### src/hw/rtl/cfsp_pkg.sv
`default_nettype none
// ----------------------------------------------------------------------------
// cfsp_pkg
// Types and constants shared by the current fuse and sample packer.
// ----------------------------------------------------------------------------
package cfsp_pkg;

   // Width of one converter code and of one packed byte.
   localparam int unsigned CODE_W = 10;
   localparam int unsigned BYTE_W = 8;

   // Full-scale converter code; the inverted code of a raw zero.
   localparam logic [CODE_W-1:0] CODE_FULL_SCALE = 10'd1023;

   // Peak values below this threshold are flagged on every result.
   localparam logic [CODE_W-1:0] PEAK_LOW_LIMIT = 10'd102;

   // Division by ten of a 10-bit code: multiply by 205 and drop 11 bits.
   // The result is exact for every value up to 1028.
   localparam int unsigned      DIV10_PROD_W = 18;
   localparam int unsigned      DIV10_SHIFT  = 11;
   localparam logic [DIV10_PROD_W-1:0] DIV10_MUL = 18'd205;

   // Register reset values.
   localparam logic [CODE_W-1:0] TRIP_LIMIT_RESET    = 10'd1023;
   localparam logic [CODE_W-1:0] ZERO_CURRENT_RESET  = 10'd0;
   localparam logic [7:0]        DECIMATION_RESET    = 8'd1;
   localparam logic [CODE_W-1:0] CAPTURE_BYTES_RESET = 10'd800;

   // Configuration register indexes.
   typedef enum logic [1:0] {
      CSR_TRIP_LIMIT    = 2'd0,
      CSR_ZERO_CURRENT  = 2'd1,
      CSR_DECIMATION    = 2'd2,
      CSR_CAPTURE_BYTES = 2'd3
   } csr_index_type;

   // Kind of an input item.
   typedef enum logic [1:0] {
      KIND_SAMPLE    = 2'd0,
      KIND_POWER_ON  = 2'd1,
      KIND_START     = 2'd2,
      KIND_POWER_OFF = 2'd3
   } kind_type;

   // Supply mode.
   typedef enum logic [1:0] {
      MODE_OFF     = 2'd0,
      MODE_ON      = 2'd1,
      MODE_TRIPPED = 2'd2,
      MODE_CAPTURE = 2'd3
   } mode_type;

   // Pack position within a group of four samples.
   typedef enum logic [1:0] {
      PHASE_0 = 2'd0,
      PHASE_1 = 2'd1,
      PHASE_2 = 2'd2,
      PHASE_3 = 2'd3
   } phase_type;

   // Outcome of packing one kept sample.
   typedef struct packed {
      logic [BYTE_W-1:0] byte_first;
      logic [BYTE_W-1:0] byte_second;
      logic [1:0]        bytes_out;
      phase_type         phase_next;
      logic [BYTE_W-1:0] partial_next;
      logic [CODE_W-1:0] emitted_next;
      logic              done;
   } pack_result_type;

endpackage
`default_nettype wire

### src/hw/rtl/cfsp_pack.sv
`default_nettype none
// ----------------------------------------------------------------------------
// cfsp_pack
// Packs one corrected 10-bit sample into the byte stream, MSB first, four
// samples to five bytes, and counts emitted bytes against the limit.
// ----------------------------------------------------------------------------
module cfsp_pack
   import cfsp_pkg::*;
(
   input  wire logic [CODE_W-1:0] value,
   input  wire phase_type         phase,
   input  wire logic [BYTE_W-1:0] partial,
   input  wire logic [CODE_W-1:0] emitted,
   input  wire logic [CODE_W-1:0] limit,
   output pack_result_type        result
);

   logic [BYTE_W-1:0] merged;
   logic [BYTE_W-1:0] leftover;
   logic              emit_first;
   logic              emit_second;
   logic [CODE_W-1:0] emitted_one;
   logic [CODE_W-1:0] emitted_two;

   // Merge the top bits of the sample into the open byte and keep the rest.
   always_comb begin
      case (phase)
         PHASE_0: begin
            merged   = partial | value[9:2];
            leftover = {value[1:0], 6'd0};
         end
         PHASE_1: begin
            merged   = partial | {2'd0, value[9:4]};
            leftover = {value[3:0], 4'd0};
         end
         PHASE_2: begin
            merged   = partial | {4'd0, value[9:6]};
            leftover = {value[5:0], 2'd0};
         end
         default: begin
            merged   = partial | {6'd0, value[9:8]};
            leftover = value[7:0];
         end
      endcase
   end

   // Byte emission against the limit; the last phase closes a second byte.
   always_comb begin
      emit_first  = emitted < limit;
      emitted_one = emit_first ? emitted + 10'd1 : emitted;
      emit_second = (phase == PHASE_3) && (emitted_one < limit);
      emitted_two = emit_second ? emitted_one + 10'd1 : emitted_one;
   end

   // Assemble the outcome, ending the capture once the limit is reached.
   always_comb begin
      result.byte_first  = emit_first  ? merged   : '0;
      result.byte_second = emit_second ? leftover : '0;
      result.bytes_out   = {1'b0, emit_first} + {1'b0, emit_second};
      result.done        = emitted_two >= limit;
      if (result.done) begin
         result.phase_next   = PHASE_0;
         result.partial_next = '0;
         result.emitted_next = '0;
      end else if (phase == PHASE_3) begin
         result.phase_next   = PHASE_0;
         result.partial_next = '0;
         result.emitted_next = emitted_two;
      end else begin
         result.phase_next   = phase_type'(phase + 2'd1);
         result.partial_next = leftover;
         result.emitted_next = emitted_two;
      end
   end

endmodule
`default_nettype wire

### src/hw/rtl/current_fuse_and_sample_packer_unit.sv
`default_nettype none
// ----------------------------------------------------------------------------
// current_fuse_and_sample_packer_unit
// Electronic fuse on 10-bit current samples with capture and byte packing.
// ----------------------------------------------------------------------------
// Every input item (a sample or a power event) gives exactly one result item
// in the cycle after it is accepted. The block takes one item per clock: the
// whole update of the supply mode, fuse check, decimation, offset correction,
// peak and packing is a single pass of logic from the input ports into the
// state and result registers, and the result register lets a new item enter
// while the previous result is still being taken. A stalled result holds the
// input back only when the result register is full and not being drained.
// Configuration registers are to be written through the csr_ port only while idle; the block does not enforce this.
// ----------------------------------------------------------------------------
module current_fuse_and_sample_packer_unit
   import cfsp_pkg::*;
#(
   parameter int unsigned MAX_CAPTURE_BYTES = 800
)
(
   input  wire logic        clock,
   input  wire logic        reset,

   input  wire logic        csr_we,
   input  wire logic [1:0]  csr_index,
   input  wire logic [9:0]  csr_wdata,

   input  wire logic        req_valid,
   output logic             req_ready,
   input  wire logic [1:0]  req_kind,
   input  wire logic [9:0]  req_sample,
   input  wire logic        req_high_shunt,

   output logic             rsp_valid,
   input  wire logic        rsp_ready,
   output logic [7:0]       rsp_byte_first,
   output logic [7:0]       rsp_byte_second,
   output logic [1:0]       rsp_bytes_out,
   output logic [1:0]       rsp_supply_state,
   output logic             rsp_tripped_now,
   output logic             rsp_capture_done,
   output logic             rsp_rejected,
   output logic [9:0]       rsp_peak_value,
   output logic             rsp_peak_below_limit
);

   // Cap on the byte count, one bit wider so that 1024 fits.
   localparam logic [CODE_W:0] MAX_LIMIT = (CODE_W+1)'(MAX_CAPTURE_BYTES);

   // Configuration registers.
   logic [CODE_W-1:0] trip_limit_ff;
   logic [CODE_W-1:0] zero_current_ff;
   logic [7:0]        decimation_ff;
   logic [CODE_W-1:0] capture_bytes_ff;

   // Block state.
   mode_type          mode_ff,          mode_in;
   logic              shunt_high_ff,    shunt_high_in;
   logic [CODE_W-1:0] offset_ff,        offset_in;
   logic [7:0]        dec_count_ff,     dec_count_in;
   phase_type         phase_ff,         phase_in;
   logic [BYTE_W-1:0] partial_ff,       partial_in;
   logic [CODE_W-1:0] emitted_ff,       emitted_in;
   logic [CODE_W-1:0] peak_ff,          peak_in;

   // Result register.
   logic              rsp_valid_ff;
   logic [7:0]        byte_first_ff,    byte_first_in;
   logic [7:0]        byte_second_ff,   byte_second_in;
   logic [1:0]        bytes_out_ff,     bytes_out_in;
   logic              tripped_ff,       tripped_in;
   logic              done_ff,          done_in;
   logic              rejected_ff,      rejected_in;
   logic [1:0]        state_ff;
   logic [CODE_W-1:0] peak_out_ff;
   logic              peak_low_ff;

   // Per-item decode.
   kind_type          kind;
   logic              accept;
   logic [CODE_W-1:0] inverted;
   logic              live;
   logic              sample_item;
   logic              trip;
   logic              trip_hit;
   logic [7:0]        dec_next;
   logic              kept;
   logic [CODE_W-1:0] corrected;
   logic [CODE_W-1:0] limit;
   logic [DIV10_PROD_W-1:0] div_prod;
   logic [CODE_W-1:0] offset_low;
   pack_result_type   pack;

   // Handshake: the result register frees up when it is empty or drained.
   assign req_ready = !rsp_valid_ff || rsp_ready;
   assign accept    = req_valid && req_ready;
   assign kind      = kind_type'(req_kind);

   // Configuration writes.
   always_ff @(posedge clock) begin
      if (reset) begin
         trip_limit_ff    <= TRIP_LIMIT_RESET;
         zero_current_ff  <= ZERO_CURRENT_RESET;
         decimation_ff    <= DECIMATION_RESET;
         capture_bytes_ff <= CAPTURE_BYTES_RESET;
      end else if (csr_we) begin
         unique case (csr_index_type'(csr_index))
            CSR_TRIP_LIMIT:    trip_limit_ff    <= csr_wdata;
            CSR_ZERO_CURRENT:  zero_current_ff  <= csr_wdata;
            CSR_DECIMATION:    decimation_ff    <= csr_wdata[7:0];
            CSR_CAPTURE_BYTES: capture_bytes_ff <= csr_wdata;
            default:           ;
         endcase
      end
   end

   // Byte limit of a capture and the low-shunt offset.
   always_comb begin
      limit = ({1'b0, capture_bytes_ff} > MAX_LIMIT) ? MAX_LIMIT[CODE_W-1:0]
                                                    : capture_bytes_ff;
      div_prod   = DIV10_PROD_W'(zero_current_ff) * DIV10_MUL;
      offset_low = CODE_W'(div_prod[DIV10_PROD_W-1:DIV10_SHIFT]);
   end

   // Fuse check, decimation and offset correction of a sample.
   always_comb begin
      inverted    = CODE_FULL_SCALE - req_sample;
      live        = (mode_ff == MODE_ON) || (mode_ff == MODE_CAPTURE);
      sample_item = (kind == KIND_SAMPLE) && live;
      trip        = shunt_high_ff ? (inverted == CODE_FULL_SCALE)
                                  : (inverted >= trip_limit_ff);
      trip_hit    = sample_item && trip;
      dec_next    = dec_count_ff + 8'd1;
      kept        = sample_item && !trip && (mode_ff == MODE_CAPTURE)
                    && (dec_next == decimation_ff);
      corrected   = (inverted > offset_ff) ? inverted - offset_ff : '0;
   end

   cfsp_pack u_pack (
      .value   (corrected),
      .phase   (phase_ff),
      .partial (partial_ff),
      .emitted (emitted_ff),
      .limit   (limit),
      .result  (pack)
   );

   // Next supply mode.
   always_comb begin
      mode_in = mode_ff;
      unique case (kind)
         KIND_POWER_ON:  mode_in = MODE_ON;
         KIND_START:     if (mode_ff == MODE_ON) mode_in = MODE_CAPTURE;
         KIND_POWER_OFF: mode_in = MODE_OFF;
         default: begin
            if (trip_hit) begin
               mode_in = MODE_TRIPPED;
            end else if (kept && pack.done) begin
               mode_in = MODE_ON;
            end
         end
      endcase
   end

   // Next datapath state.
   always_comb begin
      shunt_high_in = shunt_high_ff;
      offset_in     = offset_ff;
      dec_count_in  = dec_count_ff;
      phase_in      = phase_ff;
      partial_in    = partial_ff;
      emitted_in    = emitted_ff;
      peak_in       = peak_ff;
      unique case (kind)
         KIND_POWER_ON: begin
            shunt_high_in = req_high_shunt;
            offset_in     = req_high_shunt ? zero_current_ff : offset_low;
         end
         KIND_START: begin
            if (mode_ff == MODE_ON) begin
               peak_in    = '0;
               phase_in   = PHASE_0;
               partial_in = '0;
               emitted_in = '0;
            end
         end
         KIND_POWER_OFF: ;
         default: begin
            if (sample_item && !trip && (mode_ff == MODE_CAPTURE)) begin
               dec_count_in = dec_next;
            end
            if (kept) begin
               dec_count_in = '0;
               phase_in     = pack.phase_next;
               partial_in   = pack.partial_next;
               emitted_in   = pack.emitted_next;
               if (corrected > peak_ff) peak_in = corrected;
            end
         end
      endcase
   end

   // Result fields of this item.
   always_comb begin
      byte_first_in  = kept ? pack.byte_first  : '0;
      byte_second_in = kept ? pack.byte_second : '0;
      bytes_out_in   = kept ? pack.bytes_out   : '0;
      tripped_in     = trip_hit;
      done_in        = kept && pack.done;
      rejected_in    = (kind == KIND_START) && (mode_ff != MODE_ON);
   end

   // State registers, updated on each accepted item.
   always_ff @(posedge clock) begin
      if (reset) begin
         mode_ff       <= MODE_OFF;
         shunt_high_ff <= 1'b0;
         offset_ff     <= '0;
         dec_count_ff  <= '0;
         phase_ff      <= PHASE_0;
         partial_ff    <= '0;
         emitted_ff    <= '0;
         peak_ff       <= '0;
      end else if (accept) begin
         mode_ff       <= mode_in;
         shunt_high_ff <= shunt_high_in;
         offset_ff     <= offset_in;
         dec_count_ff  <= dec_count_in;
         phase_ff      <= phase_in;
         partial_ff    <= partial_in;
         emitted_ff    <= emitted_in;
         peak_ff       <= peak_in;
      end
   end

   // Result valid flag.
   always_ff @(posedge clock) begin
      if (reset) begin
         rsp_valid_ff <= 1'b0;
      end else if (accept) begin
         rsp_valid_ff <= 1'b1;
      end else if (rsp_ready) begin
         rsp_valid_ff <= 1'b0;
      end
   end

   // Result payload.
   always_ff @(posedge clock) begin
      if (accept) begin
         byte_first_ff  <= byte_first_in;
         byte_second_ff <= byte_second_in;
         bytes_out_ff   <= bytes_out_in;
         tripped_ff     <= tripped_in;
         done_ff        <= done_in;
         rejected_ff    <= rejected_in;
         state_ff       <= mode_in;
         peak_out_ff    <= peak_in;
         peak_low_ff    <= peak_in < PEAK_LOW_LIMIT;
      end
   end

   assign rsp_valid            = rsp_valid_ff;
   assign rsp_byte_first       = byte_first_ff;
   assign rsp_byte_second      = byte_second_ff;
   assign rsp_bytes_out        = bytes_out_ff;
   assign rsp_supply_state     = state_ff;
   assign rsp_tripped_now      = tripped_ff;
   assign rsp_capture_done     = done_ff;
   assign rsp_rejected         = rejected_ff;
   assign rsp_peak_value       = peak_out_ff;
   assign rsp_peak_below_limit = peak_low_ff;

   // A trip always leaves the supply in the tripped mode.
   assert property (@(posedge clock) disable iff (reset)
      rsp_valid && rsp_tripped_now |-> rsp_supply_state == MODE_TRIPPED)
      else $error("trip reported without tripped mode");

   // A finished capture returns the supply to on.
   assert property (@(posedge clock) disable iff (reset)
      rsp_valid && rsp_capture_done |-> rsp_supply_state == MODE_ON)
      else $error("capture end reported outside on mode");

   // Byte fields beyond the reported count are zero, and never three bytes.
   assert property (@(posedge clock) disable iff (reset)
      rsp_valid |-> rsp_bytes_out != 2'd3
                    && (rsp_bytes_out == 2'd2 || rsp_byte_second == 8'd0)
                    && (rsp_bytes_out != 2'd0 || rsp_byte_first == 8'd0))
      else $error("byte fields inconsistent with byte count");

   // Bytes are only produced while a capture is running or just ending.
   assert property (@(posedge clock) disable iff (reset)
      rsp_valid && rsp_bytes_out != 2'd0 |->
         rsp_supply_state == MODE_CAPTURE || rsp_capture_done)
      else $error("bytes emitted outside a capture");

   // An accepted item always leaves a result waiting in the next cycle.
   assert property (@(posedge clock) disable iff (reset)
      accept |=> rsp_valid_ff)
      else $error("accepted item produced no result");

endmodule
`default_nettype wire
### config.mk
export PLATFORM = sky130hd
export DESIGN_NAME = current_fuse_and_sample_packer_unit
export DESIGN_NICKNAME = d
export VERILOG_FILES = /design/src/hw/rtl/cfsp_pkg.sv /design/src/hw/rtl/cfsp_pack.sv /design/src/hw/rtl/current_fuse_and_sample_packer_unit.sv
export SDC_FILE = /design/constraint.sdc
export NUM_CORES = 1
export LEC_CHECK = 0
export BUFFER_PORTS_ARGS = -buffer_cell sky130_fd_sc_hd__buf_4
export CORE_ASPECT_RATIO = 0.8
export CORE_MARGIN = 3
export CORE_UTILIZATION = 57
export CTS_BUF_LIST = sky130_fd_sc_hd__clkbuf_4
export DETAILED_ROUTE_END_ITERATION = 16
export MAX_ROUTING_LAYER = met4
export PLACE_DENSITY = 0.76
export SYNTH_ARGS = -nofsm -noshare
export SYNTH_HDL_FRONTEND = slang
export SYNTH_SLANG_ARGS = --single-unit
### constraint.sdc
create_clock -name clock -period 8.9 [get_ports clock]
set_input_delay 0.445 -clock clock [delete_from_list [all_inputs] [get_ports clock]]
set_output_delay 0.445 -clock clock [all_outputs]
set_load 0.01 [all_outputs]
---- Word level (Yosys, flattened, before mapping) ----
Cells that the tools add are included.
W data, S select, Z words.
word-level totals
  logic and storage cells ................. 120
  output and inout bits ................... 36
  register bits ........................... 124
operators by class
  $add $sub $neg .......................... 7
  bitwise gates (word level) .............. 6
  multiply operators ...................... 1
  eq/ne operators ......................... 15
  reductions and logical operators ........ 30
  mux-type cells .......................... 31
  magnitude comparators ................... 8
operators by type and width
  cell                      count
  $mux W10                  10
  $pmux W8 S3               2
  $mux W20                  2
  $pmux W10 S2              2
  $mux W8                   4
  $add A10 B1 Y10 const B   2
  $ge A10 B10 Y1            2
  $gt A10 B10 Y1            2
  $lt A10 B10 Y1            2
  $mul A10 B8 Y18 const B   1
  $pmux W8 S2               1
  $eq A2 B2 Y1 const B      7
  $reduce_and A2 Y1         7
  $eq A10 B10 Y1 const B    1
  $gt A10 B10 Y1 const B    1
  $lt A10 B7 Y1 const B     1
  $mux W2                   5
  $sub A10 B10 Y10          1
  $sub A10 B10 Y10 const A  1
  $logic_and A1 B1 Y1       9
  $add A8 B1 Y8 const B     1
  $eq A2 B1 Y1 const B      4
  $eq A8 B8 Y1              1
  $or A8 B2 Y8              1
  19 further kinds          28

---- Longest topological paths before layout ----
  depth after elaboration ................. 12
  gate-level depth with buffers ........... 29
  gate-level depth less buffers ........... 29

---- Hierarchy ----
From an unflattened synthesis, not the netlist that was laid out.
second synthesis, totals
  cells, all modules ...................... 1155
  area, all modules ....................... 9674.3 µm²
modules (own cells, without submodules)
  module                               area each (µm²)  sequential area each (µm²)  instances  cells an instance
  current_fuse_and_sample_packer_unit  7691.1           2822.7                      1          873
  cfsp_pack                            1983.2           0.0                         1          282

---- Worst setup path before layout ----
Ideal clock, no wire load.
  path kind ............................... reg-to-reg
  from .................................... reg capture_bytes_ff[1]
  to ...................................... reg emitted_ff[3]
  arrival time ............................ 6.594 ns
  data required time ...................... 8.826 ns
  stages on the path, launching flop included .. 30
  slack ................................... 2.232 ns
  setup time .............................. 0.074 ns
  period minus slack after synthesis ...... 6.668 ns
  buffers on the path ..................... 0
  cell sequence ........................... dfxtp_1 > or4_1 > o21ai_0 > a21o_1 > nor2b_1 > ha_1 > nand4_1 > nor3_1 > nand2_1 > nand2_1 > clkinv_1 > nand4_1 > xor2_1 > inv_1 > ha_1 > o21a_1 > a211oi_1 > nand2_1 > a2111oi_0 > a31oi_1 > nor4_1 > xnor2_1 > ha_1 > a21o_1 > a211o_1 > a211oi_1 > o21bai_1 > or3_1 > or3_1 > o21ai_0
on the way
  cells in the longest elaborated chain, start to end .. 11
  elaborated cells between the ends (all ways) .. 13
ends and longest elaborated chain
  what                                               RTL line                                    RTL
  start: declaration                                 current_fuse_and_sample_packer_unit.sv:54   logic [CODE_W-1:0] capture_bytes_ff;
  start signal: assignment                           current_fuse_and_sample_packer_unit.sv:111  CSR_CAPTURE_BYTES: capture_bytes_ff <= csr_wdata;
  $gt A10 B10 Y1                                     current_fuse_and_sample_packer_unit.sv:119  limit = ({1'b0, capture_bytes_ff} > MAX_LIMIT) ? MAX_LIMIT[CODE_W-1:0]
  $mux W10 *                                         current_fuse_and_sample_packer_unit.sv:119
  $lt A10 B10 Y1                                     cfsp_pack.sv:49                             emit_first = emitted < limit;
  $mux W10                                           cfsp_pack.sv:50                             emitted_one = emit_first ? emitted + 10'd1 : emitted;
  $lt A10 B10 Y1                                     cfsp_pack.sv:51                             emit_second = (phase == PHASE_3) && (emitted_one < limit);
  $logic_and A1 B1 Y1                                cfsp_pack.sv:51
  $mux W10                                           cfsp_pack.sv:52                             emitted_two = emit_second ? emitted_one + 10'd1 : emitted_one;
  $ge A10 B10 Y1 / $mux W20 (equally long branches)  cfsp_pack.sv:60, cfsp_pack.sv:65
  $mux W20 *                                         cfsp_pack.sv:61                             if (result.done) begin
  $mux W10 *                                         current_fuse_and_sample_packer_unit.sv:192  if (kept) begin
  $pmux W10 S2 *                                     current_fuse_and_sample_packer_unit.sv:174  unique case (kind)
  end signal: assignment                             current_fuse_and_sample_packer_unit.sv:231  emitted_ff <= emitted_in;
  end: declaration                                   current_fuse_and_sample_packer_unit.sv:63   logic [CODE_W-1:0] emitted_ff, emitted_in;
Every way passes the cells marked *; elsewhere a longest branch is shown, timed or not. The select of a mux whose other input is x is not followed.
A chain may end at the register's enable or synchronous reset.

---- Final worst setup path ----
  from .................................... reg capture_bytes_ff[1]
  to ...................................... reg partial_ff[3]
on the way
  cells in the longest elaborated chain, start to end .. 11
  elaborated cells between the ends (all ways) .. 12
ends and longest elaborated chain
  what                    RTL line                                    RTL
  $gt A10 B10 Y1          current_fuse_and_sample_packer_unit.sv:119
  $mux W10 *              current_fuse_and_sample_packer_unit.sv:119
  $lt A10 B10 Y1          cfsp_pack.sv:49
  $mux W10                cfsp_pack.sv:50
  $lt A10 B10 Y1          cfsp_pack.sv:51
  $logic_and A1 B1 Y1     cfsp_pack.sv:51
  $mux W10                cfsp_pack.sv:52
  $ge A10 B10 Y1 *        cfsp_pack.sv:60                             result.done = emitted_two >= limit;
  $mux W20 *              cfsp_pack.sv:61
  $mux W8 *               current_fuse_and_sample_packer_unit.sv:192
  $pmux W8 S2 *           current_fuse_and_sample_packer_unit.sv:174
  end signal: assignment  current_fuse_and_sample_packer_unit.sv:230  partial_ff <= partial_in;
  end: declaration        current_fuse_and_sample_packer_unit.sv:62   logic [BYTE_W-1:0] partial_ff, partial_in;
Marks and branches as above.

==> flow_summary_export.csv <==
group,metric,value,unit
final_layout,n_antenna_cell,0,
yosys,yosys-top-cells-count,"129 x nand2_1, 115 x ha_1, 113 x inv_1",
yosys,synthDistinctLibCells,76,
global_route,grt_pass1_vias,7353,
clocking,post_cts_buffers,0,
sta,rsz0062_at_grt,"false",
yosys,synth_area_leaders,"dfxtp_1 20%, ha_1 16%, edfxtp_1 11%",
yosys,yosysTopAreaCellShare,19.8,%
floorplan,ios,66,
global_route,grt.met3_usage,4.64,%
yosys,synthCells,1070,
placed_design,port_buffers,65,
sta,setup_ws,937,ps
yosys,yosysSeqAreaShare,31.0,%
placed_design,hpwl,17200,microns
routing,ant_nets,0,
critical_path,crit_path_start,"capture_bytes_ff[1]$_SDFFE_PP0P_",
floorplan,dieArea,17500,sq um
clocking,cts_resized,0,
yosys,yosysWarnings,0,
sta,finalClockSkew,25.3,ps
clocking,tritoncts,"yes",
clocking,cts.clk_slew.worst_paths,110,ps
floorplan,num_rows,40,
critical_path,cp_slowest_cell,"nor4_2",
hold_path,hold_class,"input port to register",
clocking,hold_buffers,0,
global_route,busiest_layer,"met2",
global_route,grt_usage,26.9,%
critical_path,reg2reg_depth,29,
floorplan,start_util,59.5,%
routing,first_pass_iters,5,
placed_design,dp_slack,1140,ps
sta,holdWs,163,ps
final_layout,drive_above_1_share,12.1,%
sta,finalCriticalPeriod,7960,ps
sta,worst_slew_pin_slew,988,ps
power_and_ir_drop,leakage,4.64,nW
floorplan,die_h,119,microns
critical_path,arrival,8440,ps
yosys,post-synth-top-area-cell,"dfxtp_1",
yosys,ys_seq_elements,124,
yosys,synth_ff_type,"dfxtp_1",
sta,hold_violations,0,
clocking,cts_root_buf,"clkbuf_4",
routing,wl_per_cell,16.5,microns
yosys,synthesis.nets,1233,
critical_path,reg2reg_setup_slack,940,ps
critical_path,crit_family,"simple AND/OR/NAND/NOR gates",
yosys,syn_area_per_cell,8.51,sq um
placed_design,globalplace.congestion,0.966,
yosys,async_flop_share,0,%
critical_path,endpoint_kind,"register",
critical_path,startpoint_type,"register",
floorplan,core,15300,sq um
critical_path,r2r_end,"partial_ff[3]$_SDFFE_PP0P_",
global_route,met2_usage,39.4,%
global_route,grt_pass1_wl,37200,microns
floorplan,die_w,147,microns
global_route,antenna_found_initial,0,
yosys,yosysMostFrequentCell,"nand2_1",
critical_path,required,9380,ps
flow_run,maxCapViolations,0,
sta,fmax,0.126,GHz
routing,wl,22300,microns
critical_path,crit_fanout,9,
power_and_ir_drop,ir_drop,0.134,mV
final_layout,layout.nets,1288,
clocking,clkLatencyLatePin,540,ps
critical_path,crit_buf_inv,2,
yosys,syn_area,9110,sq um
yosys,synth_edf_count,34,
critical_path,slowest_delay,620,ps
sta,slew_headroom,33.8,%
routing,routed-via-count,7912,
global_route,grt_max_degree,57,
power_and_ir_drop,powerDensity,129,nW/um^2
run_status,status,"completed",
sta,slew_violations,0,
clocking,clockBufferDepth,2,
clocking,h-tree-depth,4,
sta,finalCritPeriodShare,89.5,%
global_route,gr-total-overflow,0,
critical_path,cp-endpoint,"partial_ff[3]$_SDFFE_PP0P_",
clocking,cts_sinks,124,
critical_path,crit_type,"register to register",
sta,final.setup.tns,0,ps
routing,drc,0,
global_route,use_met1,39.2,%
final_layout,areaGrowthSynthToFinish,11.0,%
critical_path,cp.depth,29,
sta,setup-violations-final,0,
critical_path,r2r_start,"capture_bytes_ff[1]$_SDFFE_PP0P_",
routing,drtIter0Drc,696,
clocking,cts_buffers,17,
routing,via_per_inst,5.87,
-- layer usage --
metal,up-vias,wire length [microns]
met3,22,1650
li1,3909,-
met4,0,214
met5,-,0
met2,270,9430
met1,3711,11000
-- how the worst min path moves through the flow --
stage | startpoint | endpoint | slack [ps] | cells after the start
CTS | req_valid | rsp_valid$_SDFFE_PP0P_ | 120 | 3
floorplan | offset_ff[7]$_SDFFE_PP0P_ | offset_ff[7]$_SDFFE_PP0P_ | 430 | 2
detailed placement | offset_ff[7]$_SDFFE_PP0P_ | offset_ff[7]$_SDFFE_PP0P_ | 450 | 2
global route | csr_wdata[0] | decimation_ff[0]$_SDFFE_PP1P_ | 140 | 3
global placement | offset_ff[7]$_SDFFE_PP0P_ | offset_ff[7]$_SDFFE_PP0P_ | 440 | 2
finish | req_valid | rsp_valid$_SDFFE_PP0P_ | 160 | 3
-- registers in the layout, summed over array words and instances, names as in the netlist, 10 cells and up --
| signal | cells |
|---|---|
| offset_ff | 10 |
| capture_bytes_ff | 10 |
| emitted_ff | 10 |
| trip_limit_ff | 10 |
| rsp_peak_value | 10 |
| zero_current_ff | 10 |
| peak_ff | 10 |
-- logic make-up after synthesis --
family	Yosys count	synth area share, %
AND/OR/NAND/NOR	347	18.7
AO/OA/AOI/OAI	264	19.2
buffers and inverters	153	6.38
adder cells (fa/ha/maj)	133	19.8
flip-flops	124	31.0
XOR/XNOR	39	3.75
multiplexers	10	1.17
-- worst min-delay path, cell delays in order --
cell     delay [ps]
buf_4           110
inv_1            40
a21oi_1          50
-- where the power goes --
group,switching [mW],internal (mW),total [mW]
sequential,0.0131,0.601,0.614
combinational,0.145,0.0995,0.244
clock,0.218,0.227,0.444
-- stage by stage --
step | util, % | power, mW | cells | cell area, sq um
floorplan | - | 0.787 | 1070 | 9110
CTS | 66.0 | 1.31 | 1348 | 10100
global placement | 63.8 | 0.862 | 1316 | 9780
detailed placement | 63.8 | 0.867 | 1316 | 9780
global route | 66.0 | 1.37 | 1348 | 10100
finish | 66.0 | 1.30 | 1348 | 10100
-- cell usage in the layout, fill, tap and decap left out, types with 8 or more instances in the layout --
cell      netlist  final
nand4_1         8      8
xor2_1         14     14
nor3_1         27     27
dfxtp_1        90     90
a31oi_1        13     13
nand2b_1        9      9
ha_1          115    115
o21ai_0        52     52
inv_1         113    113
edfxtp_1       34     34
xnor2_1        25     25
buf_4           0     73
fa_1           18     18
a21oi_1        79     79
a22o_1          9      9
nand2_1       129    129
a21o_1         14     14
nor2_1         56     56
and3_1         12     12
o211ai_1       17     17
nand3_1        29     29
or2_2           9      9
a211oi_1        9      9
and2_1         16     16
o21a_1         10     10
clkbuf_4        0     18
nor2b_1        11     11
-- final cells by class --
| cell class | count | area [sq um] |
|---|---|---|
| multi-input combinational | 793 | 5710 |
| fill | 1298 | 5210 |
| sequential | 124 | 2820 |
| timing repair buffer | 73 | 548 |
| inverter | 116 | 435 |
| tap | 210 | 263 |
| clock inverter | 14 | 193 |
| clock buffer | 18 | 135 |
No activity file was read; power rests on OpenSTA's default activity.
